## config.mk

```make
export PLATFORM = sky130hd
export DESIGN_NAME = depth_run_delta_decoder_top
export DESIGN_NICKNAME = d
export VERILOG_FILES = /design/src/rtl/drdd_pkg.sv /design/src/rtl/depth_run_delta_decoder_top.sv
export SDC_FILE = /design/constraint.sdc
export NUM_CORES = 1
export LEC_CHECK = 0
export ABC_AREA = 0
export BUFFER_PORTS_ARGS = -buffer_cell sky130_fd_sc_hd__buf_2
export CORE_MARGIN = 2
export CORE_UTILIZATION = 55
export DETAILED_ROUTE_END_ITERATION = 8
export GPL_TIMING_DRIVEN = 0
export PLACE_DENSITY = 0.77
export SYNTH_ARGS = -nofsm -noshare
export SYNTH_HDL_FRONTEND = slang
export SYNTH_SLANG_ARGS = --single-unit
export TNS_END_PERCENT = 1
```

## constraint.sdc

```tcl
create_clock -name clock -period 10.2 [get_ports clock]
set_input_delay 1.02 -clock clock [delete_from_list [all_inputs] [get_ports clock]]
set_output_delay 1.02 -clock clock [all_outputs]
set_load 0.01 [all_outputs]
```

## src/rtl/drdd_pkg.sv

```systemverilog
// Constants and shared types for the depth run/delta decoder.
`timescale 1ns / 1ps

package drdd_pkg;

   localparam int WORD_BITS = 32;                 // compressed word width
   localparam int NIB_BITS  = 4;                  // one code nibble
   localparam int DATA_BITS = 3;                  // data bits per nibble
   localparam int NIBBLES   = WORD_BITS / NIB_BITS;
   localparam int NIB_IDX_BITS = $clog2(NIBBLES);
   localparam int GROUP_BITS   = 4;
   localparam int CFG_BITS     = 24;              // frame_pixels register width

   localparam logic [GROUP_BITS-1:0] GROUP_MAX  = 4'd15;  // saturation point
   localparam logic [GROUP_BITS-1:0] GROUP_LAST = 4'd10;  // last group that fits 32 bits
   localparam logic [DATA_BITS-1:0]  TOP_GROUP_MAX_DATA = 3'd3; // bits 30..31 only

   localparam logic [CFG_BITS-1:0] FRAME_PIXELS_RESET = 24'd307200;

   // Decoder phase: which kind of value the next completed code is.
   typedef enum logic [1:0] {
      PH_ZERO_RUN  = 2'd0,
      PH_NZ_RUN    = 2'd1,
      PH_DELTA     = 2'd2
   } phase_type;

endpackage

```

## src/rtl/depth_run_delta_decoder_top.sv

```systemverilog
// Depth run/delta decoder: nibble-serial decode of compressed depth words into runs.
`timescale 1ns / 1ps

// Decodes a run/delta compressed depth image. Each accepted 32-bit word is
// worked through one nibble per clock by a single datapath (accumulate, one
// clamp compare/subtract against the remaining pixel count, one delta adder),
// most significant nibble first. Each word is accepted, worked through its
// eight nibbles, and its final result handed off; a word that ends a frame
// stops early at the closing nibble and drops the rest as padding. The
// nibble loop pauses while the output register is still full and a new
// result has to go out. req_tready is high only between words. Each nonzero
// or flagged zero-run count gives one result (pixel 0, count); each delta
// gives one pixel with repeat 1; status results (count 0) carry frame end or
// error flags. rsp_tlast marks the last result produced by one input word.
// Writing frame_pixels on the csr port (taken only between words) also
// rearms the decoder for a new frame.
module depth_run_delta_decoder_top #(
   parameter int PIXEL_BITS = 16,
   parameter int COUNT_BITS = 24,
   localparam int RSP_DATA_BITS = ((PIXEL_BITS + COUNT_BITS + 7) / 8) * 8
) (
   input  logic                            clock,
   input  logic                            reset,
   // configuration: frame_pixels
   input  logic                            csr_valid,
   output logic                            csr_ready,
   input  logic [drdd_pkg::CFG_BITS-1:0]   csr_wdata,
   // compressed input
   input  logic                            req_tvalid,
   output logic                            req_tready,
   input  logic [drdd_pkg::WORD_BITS-1:0]  req_tdata,   // [31:0] code_word
   // decoded runs
   output logic                            rsp_tvalid,
   input  logic                            rsp_tready,
   output logic [RSP_DATA_BITS-1:0]        rsp_tdata,   // pixel_value, repeat_count, zero pad
   output logic [1:0]                      rsp_tuser,   // [0] frame_done, [1] format_error
   output logic                            rsp_tlast
);

   import drdd_pkg::*;

   typedef enum logic [1:0] {
      ST_IDLE,
      ST_RUN,
      ST_FLUSH
   } seq_type;

   typedef struct packed {
      logic [PIXEL_BITS-1:0] pix;
      logic [COUNT_BITS-1:0] cnt;
      logic                  done;
      logic                  err;
   } result_type;

   // sequencer
   seq_type                  state_ff, state_in;
   logic [NIB_IDX_BITS-1:0]  nib_idx_ff, nib_idx_in;
   logic [WORD_BITS-1:0]     word_ff, word_in;

   // decoder state
   logic [CFG_BITS-1:0]      frame_pixels_ff, frame_pixels_in;
   logic [WORD_BITS-1:0]     acc_ff, acc_in;
   logic [GROUP_BITS-1:0]    group_ff, group_in;
   phase_type                phase_ff, phase_in;
   logic [COUNT_BITS-1:0]    run_left_ff, run_left_in;
   logic [COUNT_BITS-1:0]    pix_left_ff, pix_left_in;
   logic [PIXEL_BITS-1:0]    prev_ff, prev_in;

   // newest result, held until we know whether it ends the word
   result_type               held_ff, held_in;
   logic                     held_valid_ff, held_valid_in;

   // output register
   logic                     rsp_valid_ff, rsp_valid_in;
   result_type               rsp_res_ff, rsp_res_in;
   logic                     rsp_last_ff, rsp_last_in;

   // nibble datapath
   logic [NIB_BITS-1:0]      nib;
   logic [DATA_BITS-1:0]     dat;
   logic [5:0]               shamt;
   logic [WORD_BITS-1:0]     acc_sum;
   logic                     over;
   logic                     clamp_hit;
   logic [COUNT_BITS-1:0]    cnt_clamped;
   logic [WORD_BITS-1:0]     delta;
   logic [COUNT_BITS-1:0]    run_dec;
   logic                     frame_end;
   logic                     step_res_valid;
   result_type               step_res;

   logic                     out_free;
   logic                     advance;

   // ---------------------------------------------------------------
   // One nibble of decode
   // ---------------------------------------------------------------
   always_comb begin
      nib   = word_ff[WORD_BITS-1 -: NIB_BITS];
      dat   = nib[DATA_BITS-1:0];
      shamt = 6'({1'b0, group_ff, 1'b0}) + 6'(group_ff);       // 3 * group
      acc_sum = acc_ff;
      if (group_ff <= GROUP_LAST) begin
         acc_sum = acc_ff | (WORD_BITS'(dat) << shamt);
      end
      over = (group_ff > GROUP_LAST) ||
             ((group_ff == GROUP_LAST) && (dat > TOP_GROUP_MAX_DATA));

      // shared clamp: count against pixels left in the frame
      clamp_hit   = acc_sum > WORD_BITS'(pix_left_ff);
      cnt_clamped = clamp_hit ? pix_left_ff : acc_sum[COUNT_BITS-1:0];

      // zigzag decode
      delta   = (acc_sum >> 1) ^ (WORD_BITS'(0) - WORD_BITS'(acc_sum[0]));
      run_dec = run_left_ff - COUNT_BITS'(1);

      acc_in      = acc_ff;
      group_in    = group_ff;
      phase_in    = phase_ff;
      run_left_in = run_left_ff;
      pix_left_in = pix_left_ff;
      prev_in     = prev_ff;
      frame_end   = 1'b0;
      step_res_valid = 1'b0;
      step_res    = '0;

      if (nib[NIB_BITS-1]) begin
         // continuation: more groups of this value follow
         acc_in   = acc_sum;
         group_in = (group_ff < GROUP_MAX) ? group_ff + GROUP_BITS'(1) : GROUP_MAX;
      end else begin
         acc_in   = '0;
         group_in = '0;
         case (phase_ff)
            PH_DELTA: begin
               prev_in     = prev_ff + delta[PIXEL_BITS-1:0];
               run_left_in = run_dec;
               if (run_dec == '0) begin
                  if (pix_left_ff == '0) begin
                     frame_end = 1'b1;
                  end else begin
                     phase_in = PH_ZERO_RUN;
                  end
               end
               step_res_valid = 1'b1;
               step_res.pix   = prev_in;
               step_res.cnt   = COUNT_BITS'(1);
               step_res.done  = frame_end;
               step_res.err   = over;
            end
            PH_NZ_RUN: begin
               pix_left_in = pix_left_ff - cnt_clamped;
               step_res.err = over | clamp_hit;
               if (cnt_clamped != '0) begin
                  phase_in       = PH_DELTA;
                  run_left_in    = cnt_clamped;
                  step_res_valid = over | clamp_hit;
               end else if (pix_left_in == '0) begin
                  frame_end      = 1'b1;
                  step_res.done  = 1'b1;
                  step_res_valid = 1'b1;
               end else begin
                  phase_in       = PH_ZERO_RUN;
                  step_res_valid = over | clamp_hit;
               end
            end
            default: begin
               // zero-run count (the unused phase code acts the same)
               pix_left_in    = pix_left_ff - cnt_clamped;
               phase_in       = PH_NZ_RUN;
               step_res.cnt   = cnt_clamped;
               step_res.err   = over | clamp_hit;
               step_res_valid = (cnt_clamped != '0) | over | clamp_hit;
            end
         endcase
      end

      if (frame_end) begin
         // rearm for the next frame
         acc_in      = '0;
         group_in    = '0;
         phase_in    = PH_ZERO_RUN;
         run_left_in = '0;
         pix_left_in = COUNT_BITS'(frame_pixels_ff);
         prev_in     = '0;
      end
   end

   // ---------------------------------------------------------------
   // Sequencer and result hand-off
   // ---------------------------------------------------------------
   assign out_free = !rsp_valid_ff || rsp_tready;
   // stall a nibble only when it makes a result and both holding spots are full
   assign advance  = (state_ff == ST_RUN) &&
                     !(step_res_valid && held_valid_ff && !out_free);

   always_comb begin
      state_in        = state_ff;
      nib_idx_in      = nib_idx_ff;
      word_in         = word_ff;
      frame_pixels_in = frame_pixels_ff;
      held_in         = held_ff;
      held_valid_in   = held_valid_ff;
      rsp_res_in      = rsp_res_ff;
      rsp_last_in     = rsp_last_ff;
      rsp_valid_in    = rsp_valid_ff && !rsp_tready;

      case (state_ff)
         ST_IDLE: begin
            if (req_tvalid) begin
               word_in    = req_tdata;
               nib_idx_in = '0;
               state_in   = ST_RUN;
            end
         end
         ST_RUN: begin
            if (advance) begin
               word_in    = word_ff << NIB_BITS;
               nib_idx_in = nib_idx_ff + NIB_IDX_BITS'(1);
               if (step_res_valid) begin
                  if (held_valid_ff) begin
                     rsp_res_in   = held_ff;
                     rsp_last_in  = 1'b0;
                     rsp_valid_in = 1'b1;
                  end
                  held_in       = step_res;
                  held_valid_in = 1'b1;
               end
               if (frame_end || (nib_idx_ff == NIB_IDX_BITS'(NIBBLES - 1))) begin
                  state_in = ST_FLUSH;
               end
            end
         end
         ST_FLUSH: begin
            if (!held_valid_ff) begin
               state_in = ST_IDLE;
            end else if (out_free) begin
               rsp_res_in    = held_ff;
               rsp_last_in   = 1'b1;
               rsp_valid_in  = 1'b1;
               held_valid_in = 1'b0;
               state_in      = ST_IDLE;
            end
         end
         default: begin
            state_in = ST_IDLE;
         end
      endcase

      if (csr_valid && (state_ff == ST_IDLE)) begin
         frame_pixels_in = csr_wdata;
      end
   end

   always_ff @(posedge clock) begin
      if (reset) begin
         state_ff        <= ST_IDLE;
         nib_idx_ff      <= '0;
         frame_pixels_ff <= FRAME_PIXELS_RESET;
         acc_ff          <= '0;
         group_ff        <= '0;
         phase_ff        <= PH_ZERO_RUN;
         run_left_ff     <= '0;
         pix_left_ff     <= COUNT_BITS'(FRAME_PIXELS_RESET);
         prev_ff         <= '0;
         held_valid_ff   <= 1'b0;
         rsp_valid_ff    <= 1'b0;
      end else begin
         state_ff        <= state_in;
         nib_idx_ff      <= nib_idx_in;
         frame_pixels_ff <= frame_pixels_in;
         held_valid_ff   <= held_valid_in;
         rsp_valid_ff    <= rsp_valid_in;
         if (csr_valid && (state_ff == ST_IDLE)) begin
            // a frame_pixels write rearms the decoder
            acc_ff      <= '0;
            group_ff    <= '0;
            phase_ff    <= PH_ZERO_RUN;
            run_left_ff <= '0;
            pix_left_ff <= COUNT_BITS'(csr_wdata);
            prev_ff     <= '0;
         end else if (advance) begin
            acc_ff      <= acc_in;
            group_ff    <= group_in;
            phase_ff    <= phase_in;
            run_left_ff <= run_left_in;
            pix_left_ff <= pix_left_in;
            prev_ff     <= prev_in;
         end
      end
      word_ff     <= word_in;
      held_ff     <= held_in;
      rsp_res_ff  <= rsp_res_in;
      rsp_last_ff <= rsp_last_in;
   end

   // ---------------------------------------------------------------
   // Ports
   // ---------------------------------------------------------------
   assign req_tready = (state_ff == ST_IDLE);
   assign csr_ready  = (state_ff == ST_IDLE);
   assign rsp_tvalid = rsp_valid_ff;
   assign rsp_tlast  = rsp_last_ff;
   assign rsp_tuser  = {rsp_res_ff.err, rsp_res_ff.done};

   always_comb begin
      rsp_tdata = '0;
      rsp_tdata[PIXEL_BITS-1:0]          = rsp_res_ff.pix;
      rsp_tdata[PIXEL_BITS +: COUNT_BITS] = rsp_res_ff.cnt;
   end

endmodule

```

---- After elaboration in Yosys (flattened, before gate mapping) ----
Index checks and enable logic that the tools add are counted.
word-level totals
  flip-flop bits (word level) ............. 250
  bits of input ports ..................... 61
  output and inout bits ................... 46
  word-level logic and storage cells ...... 168
operators by class
  add/sub/neg operators ................... 7
  $lt $le $gt $ge ......................... 5
  equality and inequality tests ........... 21
  shift-type cells ........................ 1
  muxes and demuxes ....................... 73
  bitwise gates (word level) .............. 6
  reductions and logical operators ........ 34
operators with widths
  kind                                                                   count
  24-bit two-way mux                                                     9
  42-bit two-way mux                                                     5
  32-bit two-way mux                                                     5
  24-bit one-hot mux with 2 select lines                                 2
  42-bit one-hot mux with 2 select lines                                 1
  24-bit zero test                                                       3
  32-bit one-hot mux with 2 select lines                                 1
  16-bit two-way mux                                                     3
  32-bit by 24-bit greater-than comparator with 1-bit output             1
  32-bit OR                                                              1
  3-bit by 6-bit << shifter with 32-bit output                           1
  24-bit nonzero test                                                    1
  24-bit by 1-bit subtractor with 24-bit output (second input constant)  1
  24-bit subtractor                                                      1
  1-bit two-way mux                                                      23
  2-bit two-way mux                                                      11
  16-bit adder                                                           1
  16-bit XOR                                                             1
  3-bit != test (second input constant)                                  5
  3-bit AND reduction                                                    5
  4-bit two-way mux                                                      3
  2-bit != test (second input constant)                                  5
  1-bit one-hot mux with 2 select lines                                  5
  4-bit AND reduction                                                    2
  30 further kinds                                                       51

---- Longest topological paths before layout ----
Gate-level depths: netlist of run 1.
  depth in word-level cells ............... 18
  depth in mapped cells ................... 39
  mapped depth without buffers ............ 34

---- Least setup slack after synthesis of run 1 ----
Ideal clock, no wire load.
  path type ............................... reg-to-reg
  start point ............................. register group_ff[0]
  end point ............................... register held_ff[0] in the netlist's numbering, enable pin
  setup time .............................. 441 ps
  arrival ................................. 9108 ps
  data required time ...................... 9759 ps
  slack ................................... 651 ps
  cell stages (with the launch flop) ...... 34
  path buffers ............................ 6
  period minus slack after synthesis ...... 9549 ps
  cell sequence ........................... dfxtp_1 -> clkbuf_1 -> inv_1 -> ha_1 -> clkbuf_1 -> clkbuf_1 -> nand2_1 -> a2111oi_0 -> o211ai_1 -> o31ai_1 -> a21o_1 -> ha_1 -> nand4_1 -> o21ai_0 -> nor3_1 -> nand2_1 -> o31ai_1 -> and2_1 -> buf_2 -> buf_1 -> nor2_1 -> a21oi_1 -> ha_1 -> a211oi_1 -> o211ai_1 -> nand3_1 -> o21ai_0 -> o221a_2 -> or3_1 -> nand4bb_1 -> nor4bb_4 -> buf_6 -> a31oi_1 -> nor2_1
between the ends
  longest elaborated chain between the ends .. 17
  elaborated cells on any way between the ends .. 26
  classes of those cells .................. add/sub (2); order compare (3); eq/ne (1); shift (1); mux (6); bitwise (4); reduce/logical (9)
RTL lines
  item                                                        line                                RTL
  from (decl)                                                 depth_run_delta_decoder_top.sv:63   logic [GROUP_BITS-1:0] group_ff, group_in;
  from (signal assigned)                                      depth_run_delta_decoder_top.sv:284  group_ff <= group_in;
  5-bit by 4-bit adder with 6-bit output                      depth_run_delta_decoder_top.sv:101  shamt = 6'({1'b0, group_ff, 1'b0}) + 6'(group_ff);
  3-bit by 6-bit << shifter with 32-bit output                depth_run_delta_decoder_top.sv:104  acc_sum = acc_ff | (WORD_BITS'(dat) << shamt);
  32-bit OR                                                   depth_run_delta_decoder_top.sv:104
  32-bit two-way mux                                          depth_run_delta_decoder_top.sv:103  if (group_ff <= GROUP_LAST) begin
  32-bit by 24-bit greater-than comparator with 1-bit output  depth_run_delta_decoder_top.sv:110  clamp_hit = acc_sum > WORD_BITS'(pix_left_ff);
  24-bit two-way mux                                          depth_run_delta_decoder_top.sv:111  cnt_clamped = clamp_hit ? pix_left_ff : acc_sum[COUNT_BITS-1:0];
  24-bit subtractor                                           depth_run_delta_decoder_top.sv:152  pix_left_in = pix_left_ff - cnt_clamped;
  24-bit zero test                                            depth_run_delta_decoder_top.sv:158  end else if (pix_left_in == '0) begin
  1-bit two-way mux                                           depth_run_delta_decoder_top.sv:158
  1-bit two-way mux                                           depth_run_delta_decoder_top.sv:154  if (cnt_clamped != '0) begin
  1-bit one-hot mux with 2 select lines *                     depth_run_delta_decoder_top.sv:134  case (phase_ff)
  1-bit two-way mux *                                         depth_run_delta_decoder_top.sv:127  if (nib[NIB_BITS-1]) begin
  1-bit logical AND (2 in a row)                              depth_run_delta_decoder_top.sv:195  !(step_res_valid && held_valid_ff && !out_free);
  1-bit zero test                                             depth_run_delta_decoder_top.sv:195
  1-bit logical AND                                           depth_run_delta_decoder_top.sv:194  assign advance = (state_ff == ST_RUN) &&
  3-bit AND reduction (no source line) *                      n/a
  to (signal assigned)                                        depth_run_delta_decoder_top.sv:292  held_ff <= held_in;
  to (decl)                                                   depth_run_delta_decoder_top.sv:70   result_type held_ff, held_in;
Every way passes the cells marked *; elsewhere a longest branch is shown, timed or not.
A chain may end at the register's enable or synchronous reset.

---- Final worst setup path of run 1 ----
  start point ............................. register group_ff[0]
  end point ............................... register rsp_res_ff (netlist bit rsp_tdata[26]), enable pin
between the ends
  longest elaborated chain between the ends .. 18
  elaborated cells on any way between the ends .. 28
  classes of those cells .................. add/sub (2); order compare (3); eq/ne (3); shift (1); mux (6); bitwise (4); reduce/logical (9)
RTL lines
  item                                                        line                                RTL
  5-bit by 4-bit adder with 6-bit output                      depth_run_delta_decoder_top.sv:101
  3-bit by 6-bit << shifter with 32-bit output                depth_run_delta_decoder_top.sv:104
  32-bit OR                                                   depth_run_delta_decoder_top.sv:104
  32-bit two-way mux                                          depth_run_delta_decoder_top.sv:103
  32-bit by 24-bit greater-than comparator with 1-bit output  depth_run_delta_decoder_top.sv:110
  24-bit two-way mux                                          depth_run_delta_decoder_top.sv:111
  24-bit subtractor                                           depth_run_delta_decoder_top.sv:152
  24-bit zero test                                            depth_run_delta_decoder_top.sv:158
  1-bit two-way mux                                           depth_run_delta_decoder_top.sv:158
  1-bit two-way mux                                           depth_run_delta_decoder_top.sv:154
  1-bit one-hot mux with 2 select lines *                     depth_run_delta_decoder_top.sv:134
  1-bit two-way mux *                                         depth_run_delta_decoder_top.sv:127
  1-bit logical AND (2 in a row)                              depth_run_delta_decoder_top.sv:195
  1-bit zero test                                             depth_run_delta_decoder_top.sv:195
  1-bit logical AND                                           depth_run_delta_decoder_top.sv:194
  2-bit != test (no source line)                              n/a
  6-bit AND reduction (no source line) *                      n/a
  to (signal assigned)                                        depth_run_delta_decoder_top.sv:293  rsp_res_ff <= rsp_res_in;
  to (decl)                                                   depth_run_delta_decoder_top.sv:75   result_type rsp_res_ff, rsp_res_in;
Marked as above.

==> results.json, run 1 <==
{
  "antenna_found_initial": 0,
  "synth_edf_count": 117,
  "grt_pass1_vias": 12240,
  "yosys_most_used_dff": "dfxtp_1",
  "finalPower_mw": 3.725,
  "endpoint_kind": "flip-flop",
  "dp_slack_ps": -1031,
  "drive_gt1_share_pct": 15.74,
  "skew_ps": 11.12,
  "wirelength_microns": 41750,
  "htreeDepth": 1,
  "syn_to_final_growth_pct": 13.43,
  "clock-sinks": 250,
  "avgSynthCellArea_sq_um": 9.111,
  "cp_slowest_cell": "nor2_1",
  "die_height_microns": 168.7,
  "path_clk_slew_ps": 60,
  "cp-start-kind": "flip-flop",
  "drv_slew": 0,
  "placementRows": 60,
  "ys_types": 94,
  "drt_first_iter_violations": 1099,
  "numPortBuffers": 105,
  "ys_seq_area_share_pct": 41.39,
  "critPathRequiredTime_ps": 10440,
  "synthesis.area_sq_um": 14920,
  "hold_viol_final": 0,
  "rsz0062_at_grt": "false",
  "ant_nets": 0,
  "leakage_nw": 6.599,
  "status": "finished clean",
  "slowest_delay_ps": 490,
  "finalWeightedCongestion": 0.9993,
  "syn_nets": 1778,
  "dp_hpwl_microns": 31440,
  "cp_max_fo": 40,
  "setup_violations": 0,
  "tns_ps": 0,
  "wl_per_cell_microns": 19.52,
  "yosys_warnings": 0,
  "die-area_sq_um": 28470,
  "period_share_pct": 94.85,
  "synth_top_cell_area_share_pct": 23.54,
  "peakVddDrop_mv": 0.1763,
  "post-synth-top-count-cell": "nor2_1",
  "firstDrtPassIters": 6,
  "drcViolationCount": 0,
  "via_count": 13270,
  "cp.arrival_ps": 9920,
  "synth_largest_area_cell": "edfxtp_1",
  "ys_top_cells_by_area": "edfxtp_1 (24%), dfxtp_1 (18%), ha_1 (6.5%)",
  "hold_buffers": 0,
  "crit_type": "reg -> reg",
  "vias_per_cell": 6.204,
  "max_cap_viol_count": 0,
  "setup_slack_ps": 525.2,
  "cts_tree": "built",
  "grt_first_pass_wirelength_microns": 65060,
  "whs_ps": 418.3,
  "synth_cells": 1638,
  "synth-seq-cells": 250,
  "nNetsFinal": 1917,
  "start_util_pct": 55.68,
  "tightest_slew_ps": 1008,
  "core_area_sq_um": 26800,
  "grt_max_degree": 41,
  "track_usage_pct": 28.63,
  "antenna_cells": 0,
  "slew_headroom_pct": 32.18,
  "async_reset_ff_share_pct": 0,
  "grt-ovfl-total": 0,
  "synthTopCellsByCount": "nor2_1 (222), nand2_1 (150), dfxtp_1 (133)",
  "root_buffer": "clkbuf_16",
  "period_needed_ps": 9675,
  "die_x_microns": 168.7,
  "max_freq_ghz": 0.1034,
  "cts_buffer_depth": 3,
  "hold_class": "reg -> reg",
  "io_pins": 107,
  "power.density_nw_per_um2": 220.0,
  "worst_path_most_repeated_cell": "ha_1",
  "clock_latency_ps": 560,
  "cts_made_buffers": 27
}
[power breakdown]
group | switching, mW | total, mW | internal, mW
clock | 0.432 | 1.00 | 0.568
combinational | 0.895 | 1.42 | 0.525
sequential | 0.0837 | 1.30 | 1.22
total | 1.41 | 3.72 | 2.31
[path summary, 6_finish.rpt]
path | from | to | slack (ps) | cells past startpoint
min reg2reg | held_ff[20] | rsp_tdata[34] | 420 | 0
max | group_ff[0] | rsp_tdata[26] | 530 | 35
max reg2reg | group_ff[0] | rsp_tdata[26] | 530 | 35
min | held_ff[20] | rsp_tdata[34] | 420 | 0
[worst max-delay path: cells and delay by family (launching register included)]
kind                     cells  cell delay, ps
AO/OA/AOI/OAI                9            2290
flip-flops                   1             450
adder cells (fa/ha/maj)      3             960
AND/OR/NAND/NOR             13            3300
buffers and inverters        8            1690
multiplexers                 2             580
[routing by layer]
layer	routed length (microns)	GRT usage, %	vias up
met5	0	0	-
met2	18580	46.15	596
met4	1678	11.09	0
met3	3926	4.723	107
li1	-	-	6306
met1	17560	38.76	6261
[layout make-up]
type	count	area, sq um
flip-flops and latches	250	6176
plain buffers	85	414.1
repair inverters	1	7.507
well taps	341	426.7
fillers	2236	9873
repair buffers	109	580.6
clock buffers	27	675.6
clock inverters	23	236.5
multi-input cells	1238	8163
inverters	65	247.7
[logic make-up (layout without fill, tap and decap cells)]
family	count (synthesis)	after routing	synth area share, %
buffers and inverters	150	310	4.377
adder cells (fa/ha/maj)	79	79	6.724
flip-flops	250	250	41.39
AO/OA/AOI/OAI	400	400	18.74
AND/OR/NAND/NOR	630	630	20.37
XOR/XNOR	64	64	3.756
multiplexers	65	65	4.645
[through the flow]
step	util, %	instance area (sq um)	cells
final	63.16	16930	2139
after global routing	63.16	16930	2139
after CTS	62.97	16880	2137
after detailed placement	59.42	15920	2086
after global placement	59.23	15880	2084
after floorplan	-	14920	1638
[flip-flops by register name, indices dropped and copies added (netlist names)]
register         cells
prev_ff             16
pix_left_ff         24
frame_pixels_ff     24
rsp_tvalid           1
rsp_tlast            1
rsp_tdata           40
state_ff             2
word_ff             32
group_ff             4
phase_ff             2
rsp_tuser            2
acc_ff              32
run_left_ff         24
held_ff             42
held_valid_ff        1
nib_idx_ff           3
[layout by cell type (no fill, tap or decap), drive strengths merged, types with 37 or more instances in the layout]
| cell type | instances |
|---|---|
| ha | 77 |
| buf | 148 |
| a21oi | 125 |
| nand3 | 49 |
| inv | 67 |
| clkbuf | 73 |
| o21ai | 53 |
| nor2 | 222 |
| xnor2 | 37 |
| nand2 | 150 |
| edfxtp | 117 |
| dfxtp | 133 |
[timing repair]
action,CTS,global route
setup endpoints to repair,225,227
buffers inserted,0,2
cloned,1,0
gates resized for setup,7,16
(Power assumes the default switching activity.)
==> run 2: changes to the inputs <==
Settings changed: ABC_AREA 0 to 1.
Clock period 10.2 ns to 8.5 ns, I/O delays scaled along.
==> run 2 against run 1 <==
Against the previous run: power is 110% higher; critical path type unchanged; synthesized cell count is 27% higher; via count rose by 9.2%; non-clock buffer count decreased by 1; core utilization increased by 0.73 points; worst setup slack got worse by 33 ps; first-iteration DRC count up 29%; register-to-register slack got worse by 30 ps; routed wire length increased by 7.7%; sequential cell count did not move.
==> results.json, run 2 <==
{
  "status": "finished clean",
  "ys_types": 46,
  "wirelength_microns": 44970,
  "avgSynthCellArea_sq_um": 7.309,
  "placementRows": 60,
  "whs_ps": 414.9,
  "met3_usage_pct": 4.673,
  "dp_hpwl_microns": 34280,
  "die_height_microns": 170.5,
  "r2r_end": "rsp_tdata[25]",
  "synth-seq-cells": 250,
  "synthesis.area_sq_um": 15250,
  "drv_slew": 0,
  "grt_max_degree": 43,
  "hold_class": "reg -> reg",
  "worst_path_most_repeated_cell": "nand2_1",
  "p_comb_share_pct": 61.1,
  "ys_top_cells_by_area": "edfxtp_1 (23%), dfxtp_1 (17%), nand2_1 (15%)",
  "power.density_nw_per_um2": 444.6,
  "max_freq_ghz": 0.1249,
  "max_cap_viol_count": 0,
  "hold_depth": 0,
  "final_common_cell": "nand2_1",
  "met2_usage_pct": 50.38,
  "path_clk_slew_ps": 60,
  "top_register": "held_ff",
  "finalPower_mw": 7.699,
  "grt_first_pass_wirelength_microns": 70020,
  "dp_slack_ps": 173.6,
  "slew_headroom_pct": 30.70,
  "period_share_pct": 94.21,
  "finalWeightedCongestion": 0.9997,
  "async_reset_ff_share_pct": 0,
  "yosys_warnings": 0,
  "slowest_delay_ps": 430,
  "synth_largest_area_cell": "edfxtp_1",
  "post-synth-top-count-cell": "nand2_1",
  "seq_power_share_pct": 23.4,
  "p_sw_share_pct": 51.19,
  "antenna_found_initial": 0,
  "clock_latency_ps": 550,
  "start_util_pct": 56.26,
  "leakage_nw": 8.066,
  "crit_family": "simple AND/OR/NAND/NOR gates",
  "worstHoldStart": "held_ff[12]",
  "vias_per_cell": 5.528,
  "seq_area_sq_um": 6177,
  "crit_type": "reg -> reg",
  "htreeDepth": 1,
  "drive_gt1_share_pct": 10.98,
  "p_clk_share_pct": 15.5,
  "rrSetupSlack_ps": 490,
  "skew_ps": 12.04,
  "cts_buffer_depth": 3,
  "drt_first_iter_violations": 1419,
  "min_to": "rsp_tdata[26]",
  "synth_cells": 2086,
  "die-area_sq_um": 29070,
  "p_sw_mw": 3.942,
  "synth_edf_count": 117,
  "drcViolationCount": 0,
  "hold_buffers": 0,
  "ant_nets": 0,
  "nNetsFinal": 2368,
  "yosys_most_used_dff": "dfxtp_1",
  "peakVddDrop_mv": 0.2493,
  "root_buffer": "clkbuf_16",
  "cp_max_fo": 22,
  "rsz0062_at_grt": "false",
  "clock-sinks": 250,
  "fillCellCount": 2427,
  "tns_ps": 0,
  "largest_reg_flops": 42,
  "busiest_layer": "met2",
  "grt-ovfl-total": 0,
  "io_pins": 107,
  "setup_slack_ps": 492.0,
  "die_x_microns": 170.5,
  "syn_nets": 2226,
  "cp_slowest_cell": "dfxtp_1",
  "hold_viol_final": 0,
  "syn_to_final_growth_pct": 13.57,
  "reg2reg_from": "group_ff[1]",
  "antenna_cells": 0,
  "endpoint_kind": "flip-flop",
  "synthTopCellsByCount": "nand2_1 (599), nor2_1 (257), inv_1 (214)",
  "multi_input_area_sq_um": 7875,
  "core_area_sq_um": 27100,
  "wl_per_cell_microns": 17.15,
  "p_int_mw": 3.758,
  "period_needed_ps": 8008,
  "ys_seq_area_share_pct": 40.51,
  "final_cell_mix": "nand2_1 (597), nor2_1 (256), inv_1 (212)",
  "synth_top_cell_area_share_pct": 23.04,
  "numPortBuffers": 105,
  "cp.arrival_ps": 8240,
  "path_buf_inv": 8,
  "cp-start-kind": "flip-flop",
  "cts_tree": "built",
  "firstDrtPassIters": 6,
  "track_usage_pct": 30.75,
  "r2r_cells": 45,
  "tightest_slew_ps": 1036,
  "cts_made_buffers": 28,
  "grt_util_met1_pct": 41.53,
  "setup_violations": 0,
  "critPathRequiredTime_ps": 8740,
  "grt_pass1_vias": 13290,
  "via_count": 14490
}
==> run 2: changes by cell type after synthesis, moves of 16 or more <==
cell      delta
nand2b_1    -27
inv_1      +150
o31ai_1     -21
a211oi_1    -26
nand3_1    +127
mux2_2      -34
nor2b_1     -16
mux2i_1     -31
xnor2_1     -25
nand2_1    +449
nor2_1      +35
xor2_1      +24
nand4_1     +31
==> run 2: layout make-up <==
type / instances / share of cell area (%)
Buffer: 81 / 2.262
Clock buffer: 36 / 4.401
Clock inverter: 16 / 0.8671
Inverter: 228 / 4.943
Multi-Input combinational cell: 1527 / 45.48
Sequential cell: 250 / 35.67
Tap cell: 372 / 2.688
Timing Repair Buffer: 112 / 3.685
==> run 2: metal layers <==
metal  wire, microns  vias to the layer above
met3            3877                      113
met2           20110                      636
met4            1700                        0
met1           19280                     6623
li1                -                     7122
met5               0                        -
==> run 2: power groups by stage <==
| stage | registers [mW] | clock network (mW) | logic, mW |
|---|---|---|---|
| after global routing | 1.82 | 1.25 | 5.20 |
| after detailed placement | 1.82 | 0 | 4.49 |
| after global placement | 1.82 | 0 | 4.40 |
| final | 1.80 | 1.19 | 4.70 |
| after CTS | 1.80 | 1.21 | 4.53 |
| after floorplan | 1.75 | 0 | 3.29 |
==> run 2: worst max-delay path by stage <==
stage / start / endpoint / cells after the start
floorplan: group_ff[1] / rsp_tdata[0] / 43
global route: group_ff[2] / nib_idx_ff[2] / 52
finish: group_ff[1] / rsp_tdata[25] / 45
global placement: group_ff[0] / rsp_tdata[25] / 48
detailed placement: group_ff[0] / rsp_tdata[25] / 50
CTS: group_ff[0] / rsp_tdata[25] / 50
==> run 2: logic make-up (layout without fill, tap and decap cells) <==
family / after synthesis / count (layout) / share of synthesized area, %
AND/OR/NAND/NOR: 1153 / 1153 / 32.27
buffers and inverters: 309 / 473 / 8.173
flip-flops: 250 / 250 / 40.51
AO/OA/AOI/OAI: 232 / 232 / 8.846
adder cells (fa/ha/maj): 79 / 79 / 6.581
XOR/XNOR: 63 / 63 / 3.619
==> run 2: repair_timing <==
item                                    CTS  global route
setup buffers                             0             3
resized for setup                         0            16
hold endpoints to repair                  0             0
endpoints found under the setup margin    0           204
==> run 2: stage by stage <==
stage,cells,cell area (sq um),utilization [%]
floorplan,2086,15250,-
global placement,2563,16240,59.94
detailed placement,2566,16310,60.17
CTS,2618,17220,63.53
global route,2622,17320,63.89
finish,2622,17320,63.89
